### config.mk
export PLATFORM = sky130hd
export DESIGN_NAME = frp_back
export DESIGN_NICKNAME = d
export VERILOG_FILES = /design/src/rtl/core/frp_pkg.sv /design/src/rtl/core/frp_back.sv
export SDC_FILE = /design/constraint.sdc
export NUM_CORES = 1
export LEC_CHECK = 0
export BUFFER_PORTS_ARGS = -buffer_cell sky130_fd_sc_hd__buf_2
export CORE_ASPECT_RATIO = 0.75
export CORE_MARGIN = 2
export CORE_UTILIZATION = 25
export DETAILED_ROUTE_END_ITERATION = 8
export MAX_ROUTING_LAYER = met4
export PLACE_DENSITY = 0.49
export SLEW_MARGIN = 40
export SYNTH_ARGS = -nofsm -noshare
export SYNTH_HDL_FRONTEND = slang
export SYNTH_SLANG_ARGS = --single-unit
### constraint.sdc
create_clock -name clk_i -period 9.8 [get_ports clk_i]
set_input_delay 0.98 -clock clk_i [delete_from_list [all_inputs] [get_ports clk_i]]
set_output_delay 0.98 -clock clk_i [all_outputs]
set_load 0.005 [all_outputs]
### src/rtl/core/frp_pkg.sv
// shared types, codes and default sizes of the fragment reassembly pool
package frp_pkg;

  localparam int unsigned SLOTS_DEF      = 4;
  localparam int unsigned MAX_FRAGS_DEF  = 8;
  localparam int unsigned FRAG_BYTES_DEF = 64;
  localparam logic [31:0] TIMEOUT_RESET  = 32'd30000;

  localparam int unsigned CMD_DEPTH = 2;
  localparam int unsigned SLOT_IDX_W = 4;
  localparam int unsigned TOTAL_W    = 5;

  localparam logic [1:0] REQ_FRAG    = 2'd0;
  localparam logic [1:0] REQ_TICK    = 2'd1;
  localparam logic [1:0] REQ_CLR_ONE = 2'd2;
  localparam logic [1:0] REQ_CLR_ALL = 2'd3;

  localparam logic [1:0] KIND_START = 2'd0;
  localparam logic [1:0] KIND_CONT  = 2'd1;
  localparam logic [1:0] KIND_END   = 2'd2;

  localparam logic [1:0] OUT_STATUS = 2'd0;
  localparam logic [1:0] OUT_DATA   = 2'd1;
  localparam logic [1:0] OUT_TMO    = 2'd2;

  localparam logic [3:0] ST_OK       = 4'd0;
  localparam logic [3:0] ST_DUP      = 4'd1;
  localparam logic [3:0] ST_BAD_HDR  = 4'd2;
  localparam logic [3:0] ST_NO_START = 4'd3;
  localparam logic [3:0] ST_TOO_MANY = 4'd4;
  localparam logic [3:0] ST_POOL     = 4'd5;
  localparam logic [3:0] ST_TOTAL    = 4'd6;
  localparam logic [3:0] ST_SEQ      = 4'd7;
  localparam logic [3:0] ST_LARGE    = 4'd8;

  typedef struct packed {
    logic [1:0]  req_type;
    logic [15:0] peer_id;
    logic        header_ok;
    logic [1:0]  frag_kind;
    logic [15:0] sequence_req;
    logic [15:0] total_frags;
    logic [15:0] payload_len;
    logic        word_first;
    logic        word_last;
    logic [63:0] payload_word;
  } in_item_t;

  typedef struct packed {
    logic [1:0]  out_kind;
    logic [3:0]  status_code;
    logic [15:0] peer_out;
    logic [63:0] data_out;
    logic [3:0]  byte_count;
    logic        last_out;
  } out_item_t;

  typedef struct packed {
    logic                  do_status;
    logic [3:0]            status;
    logic                  do_drain;
    logic                  do_tmo;
    logic                  tmo_last;
    logic [15:0]           peer;
    logic [SLOT_IDX_W-1:0] slot;
    logic [TOTAL_W-1:0]    total;
  } cmd_t;

endpackage

### src/rtl/core/frp_back.sv
// back end: turns commands into result items and drains finished packets
module frp_back #(
  parameter int unsigned SLOTS      = frp_pkg::SLOTS_DEF,
  parameter int unsigned MAX_FRAGS  = frp_pkg::MAX_FRAGS_DEF,
  parameter int unsigned FRAG_BYTES = frp_pkg::FRAG_BYTES_DEF,
  localparam int unsigned WPF   = (FRAG_BYTES + 7) / 8,
  localparam int unsigned CELLS = SLOTS * MAX_FRAGS,
  localparam int unsigned PDEP  = CELLS * WPF,
  localparam int unsigned CAW   = (CELLS > 1) ? $clog2(CELLS) : 1,
  localparam int unsigned PAW   = (PDEP > 1) ? $clog2(PDEP) : 1,
  localparam int unsigned LW    = $clog2(FRAG_BYTES + 1)
) (
  input  logic               clk_i,
  input  logic               rst_ni,
  input  logic               cmd_empty_i,
  input  frp_pkg::cmd_t      cmd_i,
  output logic               cmd_pop_o,
  output logic               drain_done_o,
  output logic               pay_re_o,
  output logic [PAW-1:0]     pay_raddr_o,
  input  logic [63:0]        pay_rdata_i,
  output logic               len_re_o,
  output logic [CAW-1:0]     len_raddr_o,
  input  logic [LW-1:0]      len_rdata_i,
  output logic               empty,
  input  logic               pop,
  output frp_pkg::out_item_t result_o
);

  localparam int unsigned TW = $clog2(MAX_FRAGS + 1);
  localparam int unsigned WW = $clog2(WPF + 1);

  localparam logic [2:0] B_IDLE = 3'd0;
  localparam logic [2:0] B_STAT = 3'd1;
  localparam logic [2:0] B_RDB  = 3'd2;
  localparam logic [2:0] B_WB   = 3'd3;
  localparam logic [2:0] B_RDW  = 3'd4;
  localparam logic [2:0] B_EMW  = 3'd5;
  localparam logic [2:0] B_FIN  = 3'd6;
  localparam logic [2:0] B_TMO  = 3'd7;

  logic [2:0]         st_q, st_d;
  frp_pkg::cmd_t      cmd_q, cmd_d;
  logic [TW-1:0]      q_q, q_d;
  logic [WW-1:0]      w_q, w_d;
  logic [LW-1:0]      left_q, left_d;
  logic               hold_v_q, hold_v_d;
  logic [63:0]        hold_data_q, hold_data_d;
  logic [3:0]         hold_bc_q, hold_bc_d;
  logic               out_v_q;
  frp_pkg::out_item_t out_q, emit_item;
  logic               emit, out_free;
  logic [CAW-1:0]     cell_idx;

  assign out_free = !out_v_q || pop;
  assign empty    = !out_v_q;
  assign result_o = out_q;
  assign cell_idx = CAW'(cmd_q.slot) * CAW'(MAX_FRAGS) + CAW'(q_q);

  always_comb begin
    logic [2:0] nxt;

    st_d = st_q;
    cmd_d = cmd_q;
    q_d = q_q;
    w_d = w_q;
    left_d = left_q;
    hold_v_d = hold_v_q;
    hold_data_d = hold_data_q;
    hold_bc_d = hold_bc_q;
    emit = 1'b0;
    emit_item = '0;
    emit_item.peer_out = cmd_q.peer;
    cmd_pop_o = 1'b0;
    drain_done_o = 1'b0;
    pay_re_o = 1'b0;
    pay_raddr_o = PAW'(cell_idx) * PAW'(WPF) + PAW'(w_q);
    len_re_o = 1'b0;
    len_raddr_o = cell_idx;
    nxt = cmd_q.do_drain ? B_RDB : (cmd_q.do_tmo ? B_TMO : B_IDLE);

    case (st_q)
      B_IDLE: begin
        if (!cmd_empty_i) begin
          cmd_d = cmd_i;
          cmd_pop_o = 1'b1;
          st_d = B_STAT;
        end
      end
      B_STAT: begin
        if (!cmd_q.do_status || out_free) begin
          if (cmd_q.do_status) begin
            emit = 1'b1;
            emit_item.out_kind = frp_pkg::OUT_STATUS;
            emit_item.status_code = cmd_q.status;
            emit_item.last_out = 1'b1;
          end
          q_d = '0;
          hold_v_d = 1'b0;
          st_d = nxt;
        end
      end
      B_RDB: begin
        if (q_q == TW'(cmd_q.total)) begin
          st_d = B_FIN;
        end else begin
          len_re_o = 1'b1;
          st_d = B_WB;
        end
      end
      B_WB: begin
        left_d = len_rdata_i;
        w_d = '0;
        st_d = B_RDW;
      end
      B_RDW: begin
        if (left_q == '0) begin
          q_d = q_q + 1'b1;
          st_d = B_RDB;
        end else begin
          pay_re_o = 1'b1;
          st_d = B_EMW;
        end
      end
      B_EMW: begin
        if (!hold_v_q || out_free) begin
          if (hold_v_q) begin
            emit = 1'b1;
            emit_item.out_kind = frp_pkg::OUT_DATA;
            emit_item.data_out = hold_data_q;
            emit_item.byte_count = hold_bc_q;
          end
          hold_v_d = 1'b1;
          hold_data_d = pay_rdata_i;
          hold_bc_d = (left_q > LW'(8)) ? 4'd8 : 4'(left_q);
          left_d = (left_q > LW'(8)) ? left_q - LW'(8) : '0;
          w_d = w_q + 1'b1;
          st_d = B_RDW;
        end
      end
      B_FIN: begin
        if (out_free) begin
          emit = 1'b1;
          emit_item.out_kind = frp_pkg::OUT_DATA;
          emit_item.data_out = hold_v_q ? hold_data_q : 64'd0;
          emit_item.byte_count = hold_v_q ? hold_bc_q : 4'd0;
          emit_item.last_out = 1'b1;
          hold_v_d = 1'b0;
          drain_done_o = 1'b1;
          st_d = B_IDLE;
        end
      end
      B_TMO: begin
        if (out_free) begin
          emit = 1'b1;
          emit_item.out_kind = frp_pkg::OUT_TMO;
          emit_item.last_out = cmd_q.tmo_last;
          st_d = B_IDLE;
        end
      end
      default: begin
        st_d = B_IDLE;
      end
    endcase
  end

  always_ff @(posedge clk_i) begin
    cmd_q <= cmd_d;
    w_q <= w_d;
    left_q <= left_d;
    hold_data_q <= hold_data_d;
    hold_bc_q <= hold_bc_d;
    if (emit) begin
      out_q <= emit_item;
    end
  end

  always_ff @(posedge clk_i or negedge rst_ni) begin
    if (!rst_ni) begin
      st_q <= B_IDLE;
      q_q <= '0;
      hold_v_q <= 1'b0;
      out_v_q <= 1'b0;
    end else begin
      st_q <= st_d;
      q_q <= q_d;
      hold_v_q <= hold_v_d;
      if (emit) begin
        out_v_q <= 1'b1;
      end else if (pop) begin
        out_v_q <= 1'b0;
      end
    end
  end

endmodule

==> results of run 1 <==
-- worst register-to-register path: stages, from the launching register on --
cell and delay (ns):
dfrtp_1 0.72, nor2b_1 0.28, nand2_1 0.39, a21oi_4 0.70, buf_4 0.68
-- synthesized netlist by cell type (all sizes together), types with 2 or more instances --
library cell	count	share of area (%)
a21oi	11	0.77
inv	7	0.35
nor2	14	0.72
nor2b	5	0.41
nand2b	3	0.25
and3	3	0.25
clkbuf	5	0.25
mux2	2	0.30
xnor2	4	0.46
o31ai	3	0.30
nand2	11	0.54
nand3	12	0.79
nor4	3	0.44
nand4	2	0.16
and2	79	6.5
edfxtp	200	79
o21ai	4	0.26
nor3	4	0.48
ha	6	0.99
a21boi	2	0.25
dfrtp	9	3.0
buf	16	1.3
xor2	9	1.0
-- how the worst max path moves through the flow --
stage	end	slack, ns
after global placement	hold_data_q[0]$_DFFE_PP_	6.56
after global routing	hold_data_q[37]$_DFFE_PP_	6.27
after CTS	hold_data_q[54]$_DFFE_PP_	6.48
after floorplan	result_o[0]$_DFFE_PP_	4.28
after detailed placement	hold_data_q[0]$_DFFE_PP_	6.49
final	hold_data_q[37]$_DFFE_PP_	6.61
-- kinds of logic after synthesis --
| family | Yosys count | share of synthesized area [%] |
|---|---|---|
| xor gates and xnor gates | 13 | 1.50 |
| adders and majority gates | 6 | 0.987 |
| and+or+nand+nor | 139 | 10.9 |
| AOI/OAI and AO/OA | 28 | 2.44 |
| muxes | 2 | 0.296 |
| buffers and inverters | 28 | 1.94 |
| DFF | 209 | 81.9 |
-- registers in the layout, indices dropped and copies added (netlist names) --
register,cells
result_o,91
hold_data_q,64
cmd_q,30
left_q,7
hold_bc_q,4
q_q,4
w_q,4
st_q,3
hold_v_q,1
out_v_q,1
-- routing by layer --
layer  share of wire (%)  global-route usage, %  up-vias
met1                  49                   15.5     2005
met4                 3.7                   3.97        0
met2                  42                   14.7      132
met3                 5.5                   2.37       39
met5                   0                      -        -
li1                    -                      -     2011
-- layout make-up --
| type | count | area [sq um] |
|---|---|---|
| clock buffers | 27 | 612 |
| multi-input cells | 188 | 1260 |
| well taps | 399 | 499 |
| inverters | 7 | 26.3 |
| clock inverters | 17 | 114 |
| flip-flops and latches | 209 | 6230 |
| fillers | 2998 | 20200 |
| repair buffers | 218 | 1110 |
-- power by group through the flow --
stage	sequential (mW)	combinational (mW)	clock [mW]
CTS	1.27	0.413	0.861
floorplan	1.30	0.201	0
global placement	1.28	0.410	0
global route	1.28	0.444	0.906
finish	1.27	0.397	0.825
detailed placement	1.29	0.412	0
-- placed cells by master (no fill, tap or decap), types with 3 or more instances in the layout --
master,n
clkinv_2,3
o21ai_1,3
nor2b_1,5
xnor2_1,4
clkinv_1,10
o31ai_1,3
buf_4,4
a21oi_1,9
and2_1,79
nand2b_1,3
edfxtp_1,200
and3_1,3
ha_1,6
buf_2,213
clkbuf_16,24
nand2_1,11
xor2_1,9
clkbuf_1,3
dfrtp_1,9
nand3_1,12
inv_1,7
nor2_1,12
==> results.txt, run 1 <==
Status -> complete, no violations
Core ar. -> 0.0301 sq mm
Switching Fraction -> 27.2%
IO buf count -> 213
Worst R2R End -> hold_data_q[37]$_DFFE_PP_
Reg2reg path depth -> 4
Final Max Slew Viols -> 0
Mapped Area -> 0.00760 sq mm
Worst Setup SP -> st_q[0]$_DFFE_PN0P_
Maxcap violations -> 0
Number of setup violations in the final report -> 0
TritonRoute pass-1 iters -> 5
Antenna violations before repair -> 0
Setup WS pre-CTS -> 6.49 ns
Inst Count DP -> 1021
Final Core Density -> 32.7%
Achievable Freq -> 313 MHz
Ports -> 217
Total track usage -> 10.7%
CP arrival -> 3.32 ns
First-pass GRT wire length -> 25200 um
Worst path bufs/invs -> 1
Placed instance area -> 0.00912 sq mm
Vias in the first global route -> 4140
Post-DP HPWL -> 11300 um
Synth Area per Inst -> 17.9 sq um
Comb pwr share -> 15.9%
Vert. Die Dim -> 155 um
Largest net degree at the start of global routing -> 69
Mapped Cells -> 425
Rows -> 55
P_sw -> 676 uW
Final non-filler cell total -> 1065
Static leakage -> 3.79 nW
Initial core utilization -> 25.3%
CP startpoint kind -> register
Clk Latency, worst-skew pair -> 0.52 ns
Critical-path maximum fanout -> 49
Async SR Flop Fraction -> 4.31%
Num Clock Sinks -> 209
Total grt overflow -> 0
Req. time, crit path -> 9.93 ns
Clock skew -> 0.0310 ns
PwrDens -> 253 mW/mm^2
H-tree Lvls -> 1
Fin area -> 0.00985 sq mm
Vias per cell -> 3.93
Setup crit end kind -> register
Worst-margin pin slew -> 0.722 ns
Reg2reg start -> st_q[0]$_DFFE_PN0P_
Setup ws final -> 6.61 ns
Final period util -> 32.6%
Yosys Warn Count -> 0
Buffer levels on the longest clock path -> 3
Crit path depth -> 4
Final ANT Viol Nets -> 0
CTS tree -> built
Fraction of layout cells with a size suffix above 1 -> 39.2%
Worst Hold Class -> in2async
Distinct cells, synth -> 42
Peak VDD IR -> 0.0888 mV
Routability cong. -> 0.727
Seq/Total Area, Yosys -> 81.9%
Reg clk slew, reported paths -> 0.06 ns
Post-CTS Setup Inserts -> 0
Reg2Reg Setup Slack -> 6.61 ns
Layout Nets -> 762
Slew headroom -> 51.8%
Final TNS setup -> 0 ns
Worst path cell trace -> nor2b_1 > nand2_1 > a21oi_4 > buf_4
Fin crit period -> 3.19 ns
Post-synth top flop -> edfxtp_1
Vias -> 4187
Pint -> 1.81 mW
Cts bufs inserted -> 24
Unrepaired setup endpoints after global routing -> no
Ant. Diodes -> 0
Synth Net Count -> 539
Share of power burned in registers -> 50.9%
Hold Slack -> 0.335 ns
Synthesis-to-layout area growth -> 29.5%
Post_cts resized -> 0
Total power -> 2.49 mW
CP top delay family -> flip-flops
Root buffer cell -> clkbuf_16
Drt first-iter violations -> 166
Clock Power Share -> 33.2%
Die area -> 0.0318 sq mm
CP max stage cell -> dfrtp_1
Critical path's largest stage delay -> 0.72 ns
Final Hold Violating Endpoints -> 0
Hold Buf Count CTS -> 0
DR WL/cell -> 15.9 um
Yosys reg bits -> 209
Drt total wl -> 17000 um
Critical path class -> reg2reg
Die X -> 205 um
Post-route DRC -> 0
Post-synth EDFFs -> 200
(Power assumes the default switching activity.)
==> run 2: changes to the inputs <==
--- a/config.mk
+++ b/config.mk
@@ -11,7 +11,7 @@
 export CORE_UTILIZATION = 25
 export DETAILED_ROUTE_END_ITERATION = 8
 export MAX_ROUTING_LAYER = met4
-export PLACE_DENSITY = 0.49
+export PLACE_DENSITY = 0.51
 export SLEW_MARGIN = 40
 export SYNTH_ARGS = -nofsm -noshare
 export SYNTH_HDL_FRONTEND = slang
==> constraint.sdc (replaced) <==
create_clock -name clk_i -period 2.7 [get_ports clk_i]
set_input_delay 0.27 -clock clk_i [delete_from_list [all_inputs] [get_ports clk_i]]
set_output_delay 0.27 -clock clk_i [all_outputs]
set_load 0.005 [all_outputs]
==> run 2 against run 1 <==
  * Critical path type is now reg2out
  * Combinational power increased to 4.3 times the previous value
  * Sequential cell count did not move
  * Clock skew shrank 0.024 ns
  * Clock power increased to 3.9 times the previous value
  * Cell count up 9.2%
==> results.txt, run 2 (same netlist as run 1, synthesis figures left out) <==
Status -> complete, no violations (unchanged)
Critical-path maximum fanout -> 12 (was 49)
Synthesis-to-layout area growth -> 44.1% (was 29.5%)
Fin crit period -> 2.31 ns
Drt first-iter violations -> 182 (was 166)
Final Hold Violating Endpoints -> 0 (unchanged)
Fill count -> 2825 (was 2998)
Routability cong. -> 0.766 (was 0.727)
Pint -> 6.93 mW (was 1.81 mW)
Multi-input gate area in the final layout -> 0.00127 sq mm (was 0.00126 sq mm)
IO buf count -> 213 (unchanged)
Hold path cells -> 3
Post_cts resized -> 0 (unchanged)
CTS tree -> built (unchanged)
First-pass GRT wire length -> 25300 um (was 25200 um)
Critical path's largest stage delay -> 0.49 ns (was 0.72 ns)
Worst Hold Class -> in2reg (was in2async)
Ports -> 217 (unchanged)
Unrepaired setup endpoints after global routing -> no (unchanged)
Total grt overflow -> 0 (unchanged)
Buffer levels on the longest clock path -> 3 (unchanged)
Setup crit end kind -> primary output (was register)
Reg2reg start -> st_q[1]$_DFFE_PN0P_ (was st_q[0]$_DFFE_PN0P_)
Vias -> 4505 (was 4187)
Most frequent cells in the layout -> 213 x buf_2, 200 x edfxtp_1, 95 x dlygate4sd3_1 (was 213 x buf_2, 200 x edfxtp_1, 79 x and2_1)
Drt total wl -> 16800 um (was 17000 um)
Max FFs per register -> 91 (unchanged)
Root buffer cell -> clkbuf_16 (unchanged)
Antenna violations before repair -> 0 (unchanged)
Reg2Reg Setup Slack -> 0.57 ns (was 6.61 ns)
Final Max Slew Viols -> 0 (unchanged)
P_sw -> 2.49 mW (was 676 uW)
Most common cell after layout, fill and taps aside -> buf_2 (unchanged)
Final period util -> 85.5%
Slew headroom -> 63.4% (was 51.8%)
Achievable Freq -> 433 MHz
Req. time, crit path -> 2.43 ns (was 9.93 ns)
Peak VDD IR -> 0.353 mV (was 0.0888 mV)
Vias in the first global route -> 4456 (was 4140)
Worst path cell trace -> buf_4 > nand2b_1 > or3_1 > inv_1 > buf_2 (was nor2b_1 > nand2_1 > a21oi_4 > buf_4)
Largest net degree at the start of global routing -> 69 (unchanged)
Die X -> 205 um (unchanged)
Placed instance area -> 0.00923 sq mm (was 0.00912 sq mm)
CP max stage cell -> dfrtp_1 (unchanged)
PwrDens -> 860 mW/mm^2 (was 253 mW/mm^2)
Register Area -> 0.00623 sq mm (unchanged)
Comb pwr share -> 18.0% (was 15.9%)
Core ar. -> 0.0301 sq mm (unchanged)
H-tree Lvls -> 1 (unchanged)
Min-delay src -> len_rdata_i[4]
Final ANT Viol Nets -> 0 (unchanged)
Die area -> 0.0318 sq mm (unchanged)
Num Clock Sinks -> 209 (unchanged)
Reg clk slew, reported paths -> 0.06 ns (about the same)
Clock skew -> 0.00735 ns (was 0.0310 ns)
Vert. Die Dim -> 155 um (unchanged)
Ant. Diodes -> 0 (unchanged)
Initial core utilization -> 25.3% (unchanged)
Clk Latency, worst-skew pair -> 0.52 ns (about the same)
CP arrival -> 2.04 ns (was 3.32 ns)
Number of setup violations in the final report -> 0 (unchanged)
Total track usage -> 10.7% (about the same)
Vias per cell -> 3.87 (was 3.93)
Rows -> 55 (unchanged)
TritonRoute pass-1 iters -> 6 (was 5)
Worst-margin pin slew -> 0.548 ns (was 0.722 ns)
Share of power burned in registers -> 48.2% (was 50.9%)
Maxcap violations -> 0 (unchanged)
Hold Slack -> 0.0362 ns (was 0.335 ns)
CP startpoint kind -> register (unchanged)
Post-DP HPWL -> 10900 um (was 11300 um)
Fin area -> 0.0110 sq mm (was 0.00985 sq mm)
DR WL/cell -> 14.4 um (was 15.9 um)
Worst Hold End -> left_q[4]$_DFFE_PP_
Fraction of layout cells with a size suffix above 1 -> 35.3% (was 39.2%)
Clock Power Share -> 33.8% (was 33.2%)
Critical path class -> reg2out (was reg2reg)
Layout Nets -> 861 (was 762)
Static leakage -> 4.26 nW (was 3.79 nW)
Reg2reg path depth -> 5 (was 4)
Cts bufs inserted -> 23 (was 24)
Switching Fraction -> 26.4% (was 27.2%)
Worst R2R End -> result_o[26]$_DFFE_PP_ (was hold_data_q[37]$_DFFE_PP_)
Post-route DRC -> 0 (unchanged)
==> run 2: what timing repair did <==
item | CTS | global route
hold buffers | 95 | 0
buffers inserted | 0 | 0
hold endpoints to repair | 103 | 0
endpoints found under the setup margin | 0 | 0
==> run 2: worst max path at each step <==
stage,startpoint,endpoint,slack (ns),depth (start not counted)
6_report,st_q[0]$_DFFE_PN0P_,len_re_o,0.39,5
5_1_grt,st_q[1]$_DFFE_PN0P_,len_re_o,0.25,4
4_1_cts,st_q[0]$_DFFE_PN0P_,len_re_o,0.34,5
3_5_place_dp,st_q[1]$_DFFE_PN0P_,result_o[48]$_DFFE_PP_,0.53,5
3_3_place_gp,st_q[1]$_DFFE_PN0P_,result_o[48]$_DFFE_PP_,0.53,5
2_1_floorplan,st_q[1]$_DFFE_PN0P_,result_o[0]$_DFFE_PP_,-0.05,5
==> run 2: cell type report <==
| type | count | area share (%) |
|---|---|---|
| Inverter | 7 | 0.240 |
| Clock buffer | 31 | 5.90 |
| Sequential cell | 209 | 56.9 |
| Multi-Input combinational cell | 188 | 11.6 |
| Tap cell | 399 | 4.56 |
| Timing Repair Buffer | 318 | 19.7 |
| Clock inverter | 11 | 1.14 |
==> run 2: through the flow <==
step	total power [mW]	std cells	setup WS [ns]	utilization, %	setup TNS, ns
after global routing	9.93	1163	0.251	36.4	0
after CTS	9.62	1163	0.342	36.4	0
after global placement	6.24	1026	0.532	30.7	0
final	9.42	1163	0.391	36.4	0
after detailed placement	6.25	1026	0.526	30.7	0
after floorplan	5.41	425	-0.0525	-	-4.78
==> run 2: power by group through the flow <==
stage	sequential, mW	combinational (mW)	clock (mW)
floorplan	4.64	0.777	0
global placement	4.60	1.64	0
detailed placement	4.62	1.64	0
CTS	4.55	1.75	3.31
global route	4.60	1.88	3.45
finish	4.54	1.70	3.18
==> run 2: layer usage <==
layer	vias to the layer above	global-route usage [%]	wire length, um
met5	-	-	0
met2	146	16.7	7840
met4	0	3.12	446
met3	29	2.87	1050
li1	2198	-	-
met1	2132	13.6	7420
==> run 2: worst max-delay path, delay by kind of cell (launching register included) <==
family	cells	cell delay, ns
buffers and inverters	3	0.39
flip-flops	1	0.49
AND/OR/NAND/NOR	2	0.63
==> run 3: changes to the inputs <==
--- a/config.mk
+++ b/config.mk
@@ -6,12 +6,14 @@
 export NUM_CORES = 1
 export LEC_CHECK = 0
 export BUFFER_PORTS_ARGS = -buffer_cell sky130_fd_sc_hd__buf_2
+export CELL_PAD_IN_SITES_DETAIL_PLACEMENT = 0
+export CELL_PAD_IN_SITES_GLOBAL_PLACEMENT = 1
 export CORE_ASPECT_RATIO = 0.75
 export CORE_MARGIN = 2
 export CORE_UTILIZATION = 25
 export DETAILED_ROUTE_END_ITERATION = 8
 export MAX_ROUTING_LAYER = met4
-export PLACE_DENSITY = 0.51
+export PLACE_DENSITY = 0.58
 export SLEW_MARGIN = 40
 export SYNTH_ARGS = -nofsm -noshare
 export SYNTH_HDL_FRONTEND = slang
==> run 3 against run 2 <==
  * Global-route usage grew 0.25 points
  * Via count rose by 1.3%
  * Highest routed layer unchanged
  * Register-to-register slack worse by 0.02 ns
  * Sequential share of layout area about the same
  * Cell area barely moved
  * Clock-buffer cell count unchanged
  * Clock skew rose by 0.0083 ns
  * Fmax increased by 1.2%
  * Wire length is 3.1% higher
  * Sequential cell count unchanged
  * Core utilization is essentially flat
==> results.txt, run 3 (same netlist as run 1, synthesis figures left out) <==
Antenna violations before repair -> 0 (unchanged)
Unrepaired setup endpoints after global routing -> no (unchanged)
Peak VDD IR -> 0.329 mV (was 0.353 mV)
Final period util -> 84.5% (was 85.5%)
Largest net degree at the start of global routing -> 69 (unchanged)
Met3 WL post-DR -> 1050 um (about the same)
Achievable Freq -> 438 MHz (was 433 MHz)
Most frequent cells in the layout -> 213 x buf_2, 200 x edfxtp_1, 95 x dlygate4sd3_1 (unchanged)
Final ANT Viol Nets -> 0 (unchanged)
Vias -> 4565 (was 4505)
Final Max Slew Viols -> 0 (unchanged)
Post-route DRC -> 0 (unchanged)
DR WL/cell -> 14.8 um (was 14.4 um)
Post-DP HPWL -> 11900 um (was 10900 um)
Inst Count DP -> 1031 (was 1026)
Placed instance area -> 0.00930 sq mm (was 0.00923 sq mm)
PwrDens -> 845 mW/mm^2 (was 860 mW/mm^2)
Uppermost layer routed -> met4 (unchanged)
Rows -> 55 (unchanged)
Drt total wl -> 17300 um (was 16800 um)
Metal2 WL -> 7590 um (was 7840 um)
Req. time, crit path -> 2.43 ns (about the same)
M1 wire length -> 8260 um (was 7420 um)
Root buffer cell -> clkbuf_16 (unchanged)
Total track usage -> 10.9% (was 10.7%)
Ant. Diodes -> 0 (unchanged)
Post-CTS Setup Inserts -> 0 (unchanged)
Post_cts resized -> 0 (unchanged)
Synthesis-to-layout area growth -> 44.2% (was 44.1%)
Worst-margin pin slew -> 0.605 ns (was 0.548 ns)
Final Core Density -> 36.5% (was 36.4%)
Min-delay src -> len_rdata_i[6] (was len_rdata_i[4])
Hold Slack -> 0.0517 ns (was 0.0362 ns)
Worst Setup SP -> st_q[0]$_DFFE_PN0P_ (unchanged)
Fraction of layout cells with a size suffix above 1 -> 35.7% (was 35.3%)
Drt first-iter violations -> 146 (was 182)
Reg clk slew, reported paths -> 0.06 ns (about the same)
CTS tree -> built (unchanged)
Fin area -> 0.0110 sq mm (about the same)
Vert. Die Dim -> 155 um (unchanged)
Critical-path maximum fanout -> 12 (unchanged)
Core ar. -> 0.0301 sq mm (unchanged)
Vias per cell -> 3.90 (was 3.87)
Static leakage -> 4.26 nW (about the same)
H-tree Lvls -> 1 (unchanged)
Critical path class -> reg2out (unchanged)
Buffer levels on the longest clock path -> 3 (unchanged)
CP arrival -> 2.01 ns (was 2.04 ns)
Worst Hold Class -> in2reg (unchanged)
Vias in the first global route -> 4562 (was 4456)
Fin crit period -> 2.28 ns (was 2.31 ns)
Setup crit end kind -> primary output (unchanged)
Cts bufs inserted -> 24 (was 23)
IO buf count -> 213 (unchanged)
Reg2reg start -> st_q[1]$_DFFE_PN0P_ (unchanged)
Total grt overflow -> 0 (unchanged)
Final Hold Violating Endpoints -> 0 (unchanged)
Die X -> 205 um (unchanged)
Reg2Reg Setup Slack -> 0.55 ns (was 0.57 ns)
Layout Nets -> 867 (was 861)
Maxcap violations -> 0 (unchanged)
Routability cong. -> 0.714 (was 0.766)
Hold Buf Count CTS -> 95 (unchanged)
Num Clock Sinks -> 209 (unchanged)
Max FFs per register -> 91 (unchanged)
Die area -> 0.0318 sq mm (unchanged)
Status -> complete, no violations (unchanged)
Ports -> 217 (unchanged)
CP startpoint kind -> register (unchanged)
Initial core utilization -> 25.3% (unchanged)
Number of setup violations in the final report -> 0 (unchanged)
Clk Latency, worst-skew pair -> 0.51 ns (was 0.52 ns)
Slew headroom -> 59.5% (was 63.4%)
TritonRoute pass-1 iters -> 4 (was 6)
Most common cell after layout, fill and taps aside -> buf_2 (unchanged)
Final non-filler cell total -> 1170 (was 1163)
Clock skew -> 0.0156 ns (was 0.00735 ns)
First-pass GRT wire length -> 26100 um (was 25300 um)
run 3: changes by cell type in the layout (fill, tap and decap cells not counted):
cell,change
clkinvlp_4,+1
bufinv_16,-2
clkinv_4,+1
buf_12,+2
buf_4,+3
clkinv_8,+1
clkbuf_1,+2
clkbuf_8,-2
clkinv_2,+2
inv_16,-1
run 3: through the flow:
step	setup slack, ns	TNS [ns]	total power [mW]
2_1_floorplan	-0.0525	-4.78	5.41
3_3_place_gp	0.535	0	6.33
3_5_place_dp	0.506	0	6.35
4_1_cts	0.365	0	9.44
5_1_grt	0.272	0	9.75
6_report	0.418	0	9.26
run 3: power breakdown:
group | total (mW) | internal (mW) | switching (mW)
logic | 1.79 | 0.765 | 1.03
clock network | 2.92 | 1.65 | 1.27
registers | 4.55 | 4.34 | 0.205
run 3: layer usage:
metal,GRT usage [%],vias up
met2,16.2,140
li1,-,2220
met1,15.1,2175
met4,2.77,0
met5,-,-
met3,2.45,30
run 3: layout make-up:
| type | count | area [sq um] |
|---|---|---|
| Fill cell | 2905 | 19100 |
| Sequential cell | 209 | 6230 |
| Timing Repair Buffer | 323 | 2220 |
| Multi-Input combinational cell | 188 | 1270 |
| Clock buffer | 31 | 627 |
| Tap cell | 399 | 499 |
| Clock inverter | 13 | 87.6 |
| Inverter | 7 | 26.3 |
run 3: worst max-delay path: stages, from the launching register on:
cell and delay (ns):
dfrtp_1 0.50, buf_4 0.24, nand2b_1 0.21, or3_1 0.40, inv_1 0.06, buf_2 0.10
run 3: final timing paths:
check                      depth (start not counted)                endpoint
min in group asynchronous                          2    hold_v_q$_DFFE_PN0P_
max reg2reg                                        5  result_o[25]$_DFFE_PP_
max in group asynchronous                          2     st_q[1]$_DFFE_PN0P_
min                                                3     left_q[6]$_DFFE_PP_
max                                                5                len_re_o
min reg2reg                                        0  result_o[82]$_DFFE_PP_
